$ cat src/hdl/str_pkg.sv
`timescale 1ns / 1ps
// shared types, constants and helpers for the score threshold replacement block
// no dependencies

package str_pkg;

  localparam int WAYS       = 8;
  localparam int IDX_W      = (WAYS > 1) ? $clog2(WAYS) : 1;
  localparam int CNT_W      = $clog2(WAYS + 1);
  localparam int SCORE_W    = 8;
  localparam int WAY_W      = 3;
  localparam int KIND_W     = 2;
  localparam int REASON_W   = 2;
  localparam int RND_W      = 8;
  localparam int RND_CNT_W  = $clog2(RND_W);
  localparam int CFG_IDX_W  = 2;
  localparam int CFG_DATA_W = 8;

  typedef enum logic [KIND_W-1:0] {
    KIND_TOUCH  = 2'd0,
    KIND_INSERT = 2'd1,
    KIND_INVAL  = 2'd2,
    KIND_QUERY  = 2'd3
  } kind_e;

  typedef enum logic [REASON_W-1:0] {
    REASON_INVALID = 2'd0,
    REASON_RANDOM  = 2'd1,
    REASON_LOWEST  = 2'd2
  } reason_e;

  typedef enum logic [CFG_IDX_W-1:0] {
    REG_SCORE_MAX  = 2'd0,
    REG_THRESHOLD  = 2'd1,
    REG_INC_STEP   = 2'd2,
    REG_DEC_STEP   = 2'd3
  } cfg_reg_e;

  typedef enum logic [2:0] {
    S_IDLE,
    S_SCAN,
    S_DIV,
    S_PICK,
    S_DONE
  } state_e;

  typedef struct packed {
    logic [SCORE_W-1:0] score_max;
    logic [SCORE_W-1:0] threshold;
    logic [SCORE_W-1:0] inc_step;
    logic [SCORE_W-1:0] dec_step;
  } cfg_t;

  typedef struct packed {
    logic               upd;
    logic               rot;
    kind_e              kind;
    logic [WAY_W-1:0]   way;
    logic [SCORE_W-1:0] init;
    logic               decay;
  } cell_cmd_t;

  // way number on the result port keeps its low three bits
  function automatic logic [WAY_W-1:0] to_way(input logic [IDX_W-1:0] idx);
    logic [IDX_W+WAY_W-1:0] ext;
    ext = {{WAY_W{1'b0}}, idx};
    return ext[WAY_W-1:0];
  endfunction

endpackage

$ cat src/hdl/str_req_if.sv
`timescale 1ns / 1ps
// request channel: one transaction per touch, insert, invalidate or victim query
// depends on str_pkg

interface str_req_if;
  logic                        valid;
  logic                        ready;
  logic [str_pkg::KIND_W-1:0]  kind;
  logic [str_pkg::WAY_W-1:0]   way;
  logic [str_pkg::SCORE_W-1:0] initial_score;
  logic                        decay_others;
  logic [str_pkg::RND_W-1:0]   random_pick;

  modport source (output valid, kind, way, initial_score, decay_others, random_pick,
                  input ready);
  modport sink (input valid, kind, way, initial_score, decay_others, random_pick,
                output ready);
endinterface

$ cat src/hdl/str_res_if.sv
`timescale 1ns / 1ps
// result channel: one transaction per victim query
// depends on str_pkg

interface str_res_if;
  logic                         valid;
  logic                         ready;
  logic [str_pkg::WAY_W-1:0]    victim_way;
  logic [str_pkg::REASON_W-1:0] victim_reason;

  modport source (output valid, victim_way, victim_reason, input ready);
  modport sink (input valid, victim_way, victim_reason, output ready);
endinterface

$ cat src/hdl/str_cell.sv
`timescale 1ns / 1ps
// one way of the set: valid bit and score, updated in place or rotated to its neighbour
// depends on str_pkg

module str_cell (
  input  logic                          clk_i,
  input  logic                          rst_ni,
  input  str_pkg::cell_cmd_t            cmd_i,
  input  str_pkg::cfg_t                 cfg_i,
  input  logic [str_pkg::IDX_W-1:0]     idx_i,
  input  logic                          nb_valid_i,
  input  logic [str_pkg::SCORE_W-1:0]   nb_score_i,
  output logic                          valid_o,
  output logic [str_pkg::SCORE_W-1:0]   score_o
);

  logic                          valid_q, valid_d;
  logic [str_pkg::SCORE_W-1:0]   score_q, score_d;
  logic [str_pkg::SCORE_W:0]     sum;
  logic                          sel;

  assign sum = {1'b0, score_q} + {1'b0, cfg_i.inc_step};
  assign sel = ({{str_pkg::IDX_W{1'b0}}, cmd_i.way} ==
                {{str_pkg::WAY_W{1'b0}}, idx_i});

  always_comb begin
    valid_d = valid_q;
    score_d = score_q;
    if (cmd_i.rot) begin
      valid_d = nb_valid_i;
      score_d = nb_score_i;
    end else if (cmd_i.upd) begin
      if (sel) begin
        case (cmd_i.kind)
          str_pkg::KIND_TOUCH: begin
            if (score_q != cfg_i.score_max) begin
              score_d = (sum > {1'b0, cfg_i.score_max}) ? cfg_i.score_max
                                                        : sum[str_pkg::SCORE_W-1:0];
            end
          end
          str_pkg::KIND_INSERT: begin
            valid_d = 1'b1;
            score_d = cmd_i.decay ? cmd_i.init : '0;
          end
          str_pkg::KIND_INVAL: begin
            valid_d = 1'b0;
            score_d = '0;
          end
          default: begin
          end
        endcase
      end else if (cmd_i.decay && valid_q && (score_q != '0) &&
                   (cmd_i.kind == str_pkg::KIND_TOUCH ||
                    cmd_i.kind == str_pkg::KIND_INSERT)) begin
        // decay saturates at zero
        score_d = (score_q > cfg_i.dec_step) ? score_q - cfg_i.dec_step : '0;
      end
    end
  end

  always_ff @(posedge clk_i or negedge rst_ni) begin
    if (!rst_ni) begin
      valid_q <= 1'b0;
      score_q <= '0;
    end else begin
      valid_q <= valid_d;
      score_q <= score_d;
    end
  end

  assign valid_o = valid_q;
  assign score_o = score_q;

endmodule

$ cat src/hdl/str_rem.sv
`timescale 1ns / 1ps
// restoring remainder unit: random value modulo the eligible count, one bit per cycle
// depends on str_pkg

module str_rem (
  input  logic                          clk_i,
  input  logic                          rst_ni,
  input  logic                          start_i,
  input  logic [str_pkg::RND_W-1:0]     dividend_i,
  input  logic [str_pkg::CNT_W-1:0]     divisor_i,
  output logic                          done_o,
  output logic [str_pkg::CNT_W-1:0]     rem_o
);

  logic                            busy_q;
  logic [str_pkg::RND_CNT_W-1:0]   cnt_q;
  logic [str_pkg::RND_W-1:0]       dvd_q;
  logic [str_pkg::CNT_W-1:0]       div_q;
  logic [str_pkg::CNT_W-1:0]       rem_q;
  logic [str_pkg::CNT_W:0]         trial;
  logic [str_pkg::CNT_W:0]         rem_d;

  // partial remainder stays below the divisor, so one compare and subtract per bit
  assign trial = {rem_q, dvd_q[str_pkg::RND_W-1]};
  assign rem_d = (trial >= {1'b0, div_q}) ? trial - {1'b0, div_q} : trial;

  assign done_o = busy_q && (cnt_q == str_pkg::RND_CNT_W'(str_pkg::RND_W - 1));
  assign rem_o  = rem_d[str_pkg::CNT_W-1:0];

  always_ff @(posedge clk_i or negedge rst_ni) begin
    if (!rst_ni) begin
      busy_q <= 1'b0;
      cnt_q  <= '0;
    end else if (start_i) begin
      busy_q <= 1'b1;
      cnt_q  <= '0;
    end else if (busy_q) begin
      cnt_q <= cnt_q + 1'b1;
      if (done_o) begin
        busy_q <= 1'b0;
      end
    end
  end

  always_ff @(posedge clk_i) begin
    if (start_i) begin
      dvd_q <= dividend_i;
      div_q <= divisor_i;
      rem_q <= '0;
    end else if (busy_q) begin
      dvd_q <= dvd_q << 1;
      rem_q <= rem_d[str_pkg::CNT_W-1:0];
    end
  end

endmodule

$ cat src/hdl/score_threshold_replacement_top.sv
`timescale 1ns / 1ps
// touch, insert and invalidate update the cells in place; ready stays high for the next transaction
// victim query: the ring of cells rotates once past the head, then, only for a random pick,
// the remainder unit divides the random value by the eligible count and the ring rotates
// a second time, then the result is loaded into the output register once that is free;
// ready returns in the same cycle as result valid
// reset clears all valid bits and scores and loads the register defaults 15, 7, 1, 1
// depends on str_pkg, str_req_if, str_res_if, str_cell, str_rem

module score_threshold_replacement_top (
  input  logic                              clk_i,
  input  logic                              rst_ni,
  str_req_if.sink                           req_i,
  str_res_if.source                         res_o,
  input  logic                              cfg_we_i,
  input  logic [str_pkg::CFG_IDX_W-1:0]     cfg_idx_i,
  input  logic [str_pkg::CFG_DATA_W-1:0]    cfg_data_i
);

  localparam int IDX_W = str_pkg::IDX_W;
  localparam int CNT_W = str_pkg::CNT_W;
  localparam int SW    = str_pkg::SCORE_W;

  str_pkg::cfg_t      cfg_q;
  str_pkg::cell_cmd_t cmd;
  str_pkg::state_e    state_q, state_d;

  logic                  cell_valid [str_pkg::WAYS];
  logic [SW-1:0]         cell_score [str_pkg::WAYS];

  logic [IDX_W-1:0]      step_q, step_d;
  logic [str_pkg::RND_W-1:0] rnd_q;
  logic                  inv_found_q, inv_found_d;
  logic [IDX_W-1:0]      inv_idx_q, inv_idx_d;
  logic [CNT_W-1:0]      count_q, count_d;
  logic [SW-1:0]         min_score_q, min_score_d;
  logic [IDX_W-1:0]      min_idx_q, min_idx_d;
  logic [CNT_W-1:0]      pick_q, pick_d;
  logic                  found_q, found_d;
  logic [IDX_W-1:0]      pick_idx_q, pick_idx_d;
  logic [IDX_W-1:0]      res_idx_q, res_idx_d;
  str_pkg::reason_e      res_reason_q, res_reason_d;
  logic                  out_valid_q;
  logic [str_pkg::WAY_W-1:0] out_way_q;
  str_pkg::reason_e      out_reason_q;

  logic                  req_acc;
  logic                  in_range;
  logic                  step_last;
  logic                  head_elig;
  logic                  out_free;
  logic                  out_load;
  logic                  rem_start;
  logic                  rem_done;
  logic [CNT_W-1:0]      rem_val;

  // configuration registers
  always_ff @(posedge clk_i or negedge rst_ni) begin
    if (!rst_ni) begin
      cfg_q.score_max <= 8'd15;
      cfg_q.threshold <= 8'd7;
      cfg_q.inc_step  <= 8'd1;
      cfg_q.dec_step  <= 8'd1;
    end else if (cfg_we_i) begin
      unique case (str_pkg::cfg_reg_e'(cfg_idx_i))
        str_pkg::REG_SCORE_MAX: cfg_q.score_max <= cfg_data_i;
        str_pkg::REG_THRESHOLD: cfg_q.threshold <= cfg_data_i;
        str_pkg::REG_INC_STEP:  cfg_q.inc_step  <= cfg_data_i;
        str_pkg::REG_DEC_STEP:  cfg_q.dec_step  <= cfg_data_i;
        default: begin
        end
      endcase
    end
  end

  assign req_i.ready = (state_q == str_pkg::S_IDLE);
  assign req_acc     = req_i.valid && req_i.ready;
  assign in_range    = ({{IDX_W{1'b0}}, req_i.way} <
                        (IDX_W + str_pkg::WAY_W)'(str_pkg::WAYS));

  assign cmd.upd   = req_acc && (str_pkg::kind_e'(req_i.kind) != str_pkg::KIND_QUERY)
                     && in_range;
  assign cmd.rot   = (state_q == str_pkg::S_SCAN) || (state_q == str_pkg::S_PICK);
  assign cmd.kind  = str_pkg::kind_e'(req_i.kind);
  assign cmd.way   = req_i.way;
  assign cmd.init  = req_i.initial_score;
  assign cmd.decay = req_i.decay_others;

  // ring of cells: each takes its upper neighbour on rotation, cell 0 is the head
  for (genvar k = 0; k < str_pkg::WAYS; k++) begin : g_cell
    str_cell u_cell (
      .clk_i      (clk_i),
      .rst_ni     (rst_ni),
      .cmd_i      (cmd),
      .cfg_i      (cfg_q),
      .idx_i      (IDX_W'(k)),
      .nb_valid_i (cell_valid[(k + 1) % str_pkg::WAYS]),
      .nb_score_i (cell_score[(k + 1) % str_pkg::WAYS]),
      .valid_o    (cell_valid[k]),
      .score_o    (cell_score[k])
    );
  end

  str_rem u_rem (
    .clk_i      (clk_i),
    .rst_ni     (rst_ni),
    .start_i    (rem_start),
    .dividend_i (rnd_q),
    .divisor_i  (count_d),
    .done_o     (rem_done),
    .rem_o      (rem_val)
  );

  assign step_last = (step_q == IDX_W'(str_pkg::WAYS - 1));
  assign head_elig = (cell_score[0] <= cfg_q.threshold);
  assign out_free  = !out_valid_q || res_o.ready;
  assign out_load  = (state_q == str_pkg::S_DONE) && out_free;

  always_comb begin
    state_d      = state_q;
    step_d       = step_q;
    inv_found_d  = inv_found_q;
    inv_idx_d    = inv_idx_q;
    count_d      = count_q;
    min_score_d  = min_score_q;
    min_idx_d    = min_idx_q;
    pick_d       = pick_q;
    found_d      = found_q;
    pick_idx_d   = pick_idx_q;
    res_idx_d    = res_idx_q;
    res_reason_d = res_reason_q;
    rem_start    = 1'b0;
    unique case (state_q)
      str_pkg::S_IDLE: begin
        if (req_acc && (str_pkg::kind_e'(req_i.kind) == str_pkg::KIND_QUERY)) begin
          state_d     = str_pkg::S_SCAN;
          step_d      = '0;
          inv_found_d = 1'b0;
          count_d     = '0;
          found_d     = 1'b0;
        end
      end
      str_pkg::S_SCAN: begin
        if (!cell_valid[0] && !inv_found_q) begin
          inv_found_d = 1'b1;
          inv_idx_d   = step_q;
        end
        if (head_elig) begin
          count_d = count_q + 1'b1;
        end
        if ((step_q == '0) || (cell_score[0] < min_score_q)) begin
          min_score_d = cell_score[0];
          min_idx_d   = step_q;
        end
        if (step_last) begin
          step_d = '0;
          if (inv_found_d) begin
            res_idx_d    = inv_idx_d;
            res_reason_d = str_pkg::REASON_INVALID;
            state_d      = str_pkg::S_DONE;
          end else if (count_d != '0) begin
            rem_start = 1'b1;
            state_d   = str_pkg::S_DIV;
          end else begin
            res_idx_d    = min_idx_d;
            res_reason_d = str_pkg::REASON_LOWEST;
            state_d      = str_pkg::S_DONE;
          end
        end else begin
          step_d = step_q + 1'b1;
        end
      end
      str_pkg::S_DIV: begin
        if (rem_done) begin
          pick_d  = rem_val;
          found_d = 1'b0;
          step_d  = '0;
          state_d = str_pkg::S_PICK;
        end
      end
      str_pkg::S_PICK: begin
        // count down eligible ways until the picked one passes the head
        if (head_elig && !found_q) begin
          if (pick_q == '0) begin
            found_d    = 1'b1;
            pick_idx_d = step_q;
          end else begin
            pick_d = pick_q - 1'b1;
          end
        end
        if (step_last) begin
          step_d       = '0;
          res_idx_d    = pick_idx_d;
          res_reason_d = str_pkg::REASON_RANDOM;
          state_d      = str_pkg::S_DONE;
        end else begin
          step_d = step_q + 1'b1;
        end
      end
      str_pkg::S_DONE: begin
        if (out_free) begin
          state_d = str_pkg::S_IDLE;
        end
      end
      default: begin
        state_d = str_pkg::S_IDLE;
      end
    endcase
  end

  always_ff @(posedge clk_i or negedge rst_ni) begin
    if (!rst_ni) begin
      state_q     <= str_pkg::S_IDLE;
      step_q      <= '0;
      inv_found_q <= 1'b0;
      found_q     <= 1'b0;
      count_q     <= '0;
      pick_q      <= '0;
      out_valid_q <= 1'b0;
    end else begin
      state_q     <= state_d;
      step_q      <= step_d;
      inv_found_q <= inv_found_d;
      found_q     <= found_d;
      count_q     <= count_d;
      pick_q      <= pick_d;
      if (out_load) begin
        out_valid_q <= 1'b1;
      end else if (res_o.ready) begin
        out_valid_q <= 1'b0;
      end
    end
  end

  always_ff @(posedge clk_i) begin
    if (req_acc) begin
      rnd_q <= req_i.random_pick;
    end
    inv_idx_q    <= inv_idx_d;
    min_score_q  <= min_score_d;
    min_idx_q    <= min_idx_d;
    pick_idx_q   <= pick_idx_d;
    res_idx_q    <= res_idx_d;
    res_reason_q <= res_reason_d;
    if (out_load) begin
      out_way_q    <= str_pkg::to_way(res_idx_q);
      out_reason_q <= res_reason_q;
    end
  end

  assign res_o.valid         = out_valid_q;
  assign res_o.victim_way    = out_way_q;
  assign res_o.victim_reason = out_reason_q;

`ifndef SYNTHESIS
  // a result transaction is only raised from the completion state
  a_result_from_done: assert property (@(posedge clk_i) disable iff (!rst_ni)
    $rose(out_valid_q) |-> $past(state_q == str_pkg::S_DONE))
    else $error("result raised outside completion");

  // the picked position never reaches the eligible count
  a_pick_below_count: assert property (@(posedge clk_i) disable iff (!rst_ni)
    (state_q == str_pkg::S_PICK) |-> (pick_q < count_q))
    else $error("random pick out of range");

  // the second rotation always finds the picked eligible way
  a_pick_found: assert property (@(posedge clk_i) disable iff (!rst_ni)
    (state_q == str_pkg::S_PICK && step_last) |=> found_q)
    else $error("random pick not found");

  // no new transaction is taken while a query walks the ring
  a_no_accept_busy: assert property (@(posedge clk_i) disable iff (!rst_ni)
    (cmd.rot || state_q == str_pkg::S_DIV) |-> !req_acc)
    else $error("request accepted during query");
`endif

endmodule
$ cat src/flat_wrapper.sv
// flat-port wrapper written by rule: the top's interface ports become plain ports
module score_threshold_replacement_top_flat 
  (clk_i, rst_ni, cfg_we_i, cfg_idx_i, cfg_data_i, req_i_valid, req_i_kind, req_i_way, req_i_initial_score, req_i_decay_others, req_i_random_pick, req_i_ready, res_o_valid, res_o_victim_way, res_o_victim_reason, res_o_ready);
  str_req_if req_i_i ();
  str_res_if res_o_i ();
  input  logic clk_i;
  input  logic rst_ni;
  input  logic cfg_we_i;
  input  logic [str_pkg::CFG_IDX_W-1:0] cfg_idx_i;
  input  logic [str_pkg::CFG_DATA_W-1:0] cfg_data_i;
  input wire logic [$bits(req_i_i.valid)-1:0] req_i_valid;
  input wire logic [$bits(req_i_i.kind)-1:0] req_i_kind;
  input wire logic [$bits(req_i_i.way)-1:0] req_i_way;
  input wire logic [$bits(req_i_i.initial_score)-1:0] req_i_initial_score;
  input wire logic [$bits(req_i_i.decay_others)-1:0] req_i_decay_others;
  input wire logic [$bits(req_i_i.random_pick)-1:0] req_i_random_pick;
  output wire logic [$bits(req_i_i.ready)-1:0] req_i_ready;
  output wire logic [$bits(res_o_i.valid)-1:0] res_o_valid;
  output wire logic [$bits(res_o_i.victim_way)-1:0] res_o_victim_way;
  output wire logic [$bits(res_o_i.victim_reason)-1:0] res_o_victim_reason;
  input wire logic [$bits(res_o_i.ready)-1:0] res_o_ready;
  assign req_i_i.valid = req_i_valid;
  assign req_i_i.kind = req_i_kind;
  assign req_i_i.way = req_i_way;
  assign req_i_i.initial_score = req_i_initial_score;
  assign req_i_i.decay_others = req_i_decay_others;
  assign req_i_i.random_pick = req_i_random_pick;
  assign req_i_ready = req_i_i.ready;
  assign res_o_valid = res_o_i.valid;
  assign res_o_victim_way = res_o_i.victim_way;
  assign res_o_victim_reason = res_o_i.victim_reason;
  assign res_o_i.ready = res_o_ready;
  score_threshold_replacement_top u_core (.clk_i(clk_i), .rst_ni(rst_ni), .req_i(req_i_i), .res_o(res_o_i), .cfg_we_i(cfg_we_i), .cfg_idx_i(cfg_idx_i), .cfg_data_i(cfg_data_i));
endmodule
$ cat config.mk
export PLATFORM = sky130hd
export DESIGN_NAME = score_threshold_replacement_top_flat
export DESIGN_NICKNAME = d
export VERILOG_FILES = /design/src/hdl/str_pkg.sv /design/src/hdl/str_req_if.sv /design/src/hdl/str_res_if.sv /design/src/hdl/str_cell.sv /design/src/hdl/str_rem.sv /design/src/hdl/score_threshold_replacement_top.sv /design/src/flat_wrapper.sv
export SDC_FILE = /design/constraint.sdc
export NUM_CORES = 1
export LEC_CHECK = 0
export ABC_AREA = 1
export BUFFER_PORTS_ARGS = -buffer_cell sky130_fd_sc_hd__buf_2
export CORE_MARGIN = 3
export CORE_UTILIZATION = 35
export DETAILED_ROUTE_END_ITERATION = 6
export PLACE_DENSITY = 0.49
export SLEW_MARGIN = 10
export SYNTH_ARGS = -nofsm -noshare
export SYNTH_HDL_FRONTEND = slang
export SYNTH_SLANG_ARGS = --single-unit
$ cat constraint.sdc
create_clock -name clk_i -period 3.5 [get_ports clk_i]
set_input_delay 0.35 -clock clk_i [delete_from_list [all_inputs] [get_ports clk_i]]
set_output_delay 0.35 -clock clk_i [all_outputs]
set_load 0.02 [all_outputs]
==> out/metrics.yaml <==
status: "finished, final reports clean"
yosys_warnings: 0
slowest_delay_ns: 0.66
cap_violations: 0
dr.pass1.iters: 5
whs_path_depth: 1
cp.arrival_ns: 3.70
r2r_start: "u_core.cfg_q[8]"
diodes: 0
clk_latency_ns: 0.50
synth.area.top_cells: "nand2_1 16%, dfrtp_1 16%, ha_1 15%"
die_h_um: 235.6
antenna_found_initial: 0
initial_utilization: 0.3566
grt_overflow: 0
setup_slack_ns: 0.1889
ant_nets: 0
path_max_fanout: 4
regArea_mm2: 0.004632
max_slew.worst_pin.slew_ns: 1.052
layout_min_cycle_time_ns: 3.311
synth_area_leader_cell: "nand2_1"
preCtsSetupSlack_ns: 0.02011
slew_violations: 0
cts_root_buf: "clkbuf_16"
grt_pass1_vias: 17995
synthToLayoutAreaGrowth_pct: 15.54
syn_nets: 2993
wl_per_cell_um: 20.27
rsz0062_at_grt: "yes"
min_to: "u_core.rnd_q[4]"
slowest_stage: "dfstp_2"
required_ns: 3.89
cts.sinks: 176
ir_drop_v: 0.0004787
yosysUniqueCellTypes: 54
async_reset_ff_frac: 0.7102
synth_cells: 2717
yosysTopAreaCellShare: 0.1642
max_freq_mhz: 302.0
ios: 44
htree_levels: 4
synth-edff-count: 47
worstReg2RegEnd: "u_core.g_cell[0].u_cell.score_o[0]"
drive_gt1_frac: 0.1202
synth.cell_area_mm2: 0.01844
cp_cell_sequence: "buf_6 > ha_2 > fa_2 > nand3_1 > nand2_2 > a21oi_2 > xor2_1 > ha_1 > and3_1 > o21ai_1 > nand2_1 > nand2_2 > buf_4 > nand3_1 > nand3_1 > nand3_1 > nand2_1 > nand2_1 > nand2_1 > nand2_1"
tns_ns: 0
post-dp-hpwl_um: 52980
placed_cell_area_mm2: 0.02027
dieArea_mm2: 0.05548
rows: 83
grt_first_pass_wirelength_um: 108300
num-fill-cells: 5547
portBuffers: 43
period_share: 0.9460
pwr_density_cell_mw_per_mm2: 1117
reg2regPathDepth: 20
fin_worst_skew_ns: 0.01230
first_iter_violations: 1531
syn_area_per_cell_um2: 6.788
endpoint_kind: "flop"
hold_start: "req_i_random_pick[4]"
path_common_cell: "nand2_1"
nets: 3142
crit_path_start_kind: "flop"
cp_top_family: "simple AND/OR/NAND/NOR gates"
setup_violations: 0
vias: 18934
cts_buffers: 17
max_slew_margin: 0.2979
fin_area_mm2: 0.02131
critPathKind: "flop to flop"
core_area_mm2: 0.05172
drt_wl_total_um: 72120
clk_path_buf_depth: 2
vias_per_cell: 5.320
hold_violations: 0
route.detailed.drc: 0
multi_input_area_mm2: 0.01260
clk_pin_slew_ns: 0.08
die_w_um: 235.6
r2r_slack_ns: 0.19
tritoncts: "yes"
synth_flop_cell: "dfrtp_1"
leakage_nw: 11.01
ys_seq_elements: 176
grt_max_degree: 73
path_buf_inv: 2
track_usage: 0.2555
gp_congestion: 0.9189
worstHoldPathType: "input port to flop"
yosysSeqAreaShare: 0.2511
==> area by class of cell <==
cell class / count / area share
Inverter: 338 / 0.05972
Clock buffer: 18 / 0.02014
Timing Repair Buffer: 177 / 0.06453
Multi-Input combinational cell: 2156 / 0.5914
Sequential cell: 176 / 0.2174
Tap cell: 680 / 0.03993
Clock inverter: 14 / 0.006870
==> report_power, final <==
part | leakage, nW | switching [mW] | internal, mW | total (mW)
logic | 8.78 | 11.2 | 6.72 | 18.0
clock network | 0.272 | 1.04 | 0.948 | 1.99
registers | 1.96 | 0.807 | 3.05 | 3.86
total | 11.0 | 13.1 | 10.7 | 23.8
==> sequential cells by signal (all words and copies together) (netlist names), 4 cells and up <==
name / flops
u_core.cfg_q: 32
u_core.count_q: 4
u_core.g_cell.u_cell.score_o: 64
u_core.g_cell.u_cell.valid_o: 8
u_core.min_score_q: 8
u_core.pick_q: 4
u_core.rnd_q: 8
u_core.u_rem.div_q: 4
u_core.u_rem.dvd_q: 8
u_core.u_rem.rem_q: 4
==> worst max-delay path by stage <==
stage                                                   from                                 end  slack (ns)  depth (start not counted)
after floorplan           u_core.g_cell[4].u_cell.score_o[0]  u_core.g_cell[4].u_cell.score_o[0]        0.35                         23
after global placement                       u_core.cfg_q[8]  u_core.g_cell[3].u_cell.score_o[1]        0.06                         20
after detailed placement                     u_core.cfg_q[8]  u_core.g_cell[6].u_cell.score_o[6]        0.02                         22
after CTS                                    u_core.cfg_q[8]  u_core.g_cell[6].u_cell.score_o[2]       0.006                         22
after global routing                         u_core.cfg_q[8]  u_core.g_cell[3].u_cell.score_o[2]       -0.04                         23
final                                        u_core.cfg_q[8]  u_core.g_cell[0].u_cell.score_o[0]        0.19                         20
==> placed cells by master (no fill, tap or decap), types with 7 or more instances in the layout <==
cell type | synthesis | final
a21o_1 | 13 | 13
a21oi_1 | 196 | 187
a21oi_2 | 5 | 14
buf_12 | 0 | 9
buf_2 | 11 | 42
buf_4 | 13 | 113
clkbuf_16 | 0 | 17
dfrtp_1 | 116 | 115
dfstp_2 | 9 | 9
dlygate4sd3_1 | 0 | 8
edfxtp_1 | 47 | 47
fa_1 | 17 | 10
fa_2 | 0 | 7
ha_1 | 222 | 212
inv_1 | 320 | 320
inv_2 | 15 | 15
nand2_1 | 807 | 785
nand2_2 | 11 | 26
nand2_4 | 1 | 8
nand3_1 | 214 | 208
nand3_2 | 4 | 10
nand3b_1 | 12 | 12
nand4_1 | 50 | 50
nor2_1 | 223 | 222
nor3_1 | 38 | 38
nor3b_1 | 8 | 8
nor4_1 | 15 | 15
o211ai_1 | 18 | 18
o21a_1 | 7 | 7
o21ai_0 | 119 | 113
o21ai_1 | 1 | 7
or2_2 | 17 | 17
xnor2_1 | 46 | 46
xor2_1 | 62 | 53
xor2_2 | 0 | 9
==> cell families (layout without fill, tap and decap cells) <==
group / count (synthesis) / after routing / synth area share
xor gates and xnor gates: 108 / 108 / 0.05129
buffers and inverters: 385 / 547 / 0.08277
muxes: 1 / 1 / 0.0006105
AOI/OAI and AO/OA: 392 / 392 / 0.1182
adders and majority gates: 239 / 239 / 0.1691
and+or+nand+nor: 1416 / 1416 / 0.3269
DFF: 176 / 176 / 0.2511
==> stage by stage <==
step | cells | hold slack, ns | util | total power, mW
floorplan | 2717 | 0.05441 | - | 15.89
global placement | 3512 | 0.3353 | 0.3919 | 20.74
detailed placement | 3512 | 0.3318 | 0.3919 | 20.97
CTS | 3552 | 0.01068 | 0.4047 | 23.09
global route | 3559 | 0.01763 | 0.4120 | 26.33
finish | 3559 | 0.04612 | 0.4120 | 23.80
==> synth_stat cells, types with 3 or more instances <==
master and n:
nand2_1 807, inv_1 320, nor2_1 223, ha_1 222
nand3_1 214, a21oi_1 196, o21ai_0 119, dfrtp_1 116
xor2_1 62, nand4_1 50, edfxtp_1 47, xnor2_1 46
nor3_1 38, clkbuf_1 18, o211ai_1 18, fa_1 17
or2_2 17, inv_2 15, nor4_1 15, a21o_1 13
buf_4 13, nand3b_1 12, buf_2 11, nand2_2 11
dfstp_2 9, nor3b_1 8, o21a_1 7, a211oi_1 6
and3_1 6, o21ai_2 6, a21oi_2 5, a31oi_1 5
dfxtp_1 4, nand3_2 4, nor2_2 4, o21bai_1 4
a21boi_0 3, a221oi_1 3, buf_1 3, nor2_4 3
==> layer usage <==
layer  wire (um)  up-vias  global-route usage
met3        5332      137             0.05284
met1       31780     8899              0.3380
met5           0        -                   0
li1            -     9279                   -
met4        2787        0             0.09587
met2       32220      619              0.4105
==> timing repair <==
action	CTS	global route
buffers inserted	0	7
endpoints found under the hold margin	47	0
hold buffers	8	0
endpoints found under the setup margin	2	64
pin swaps	0	14
gates resized for setup	1	86
Note: power is estimated with default switching activity, not from simulation.
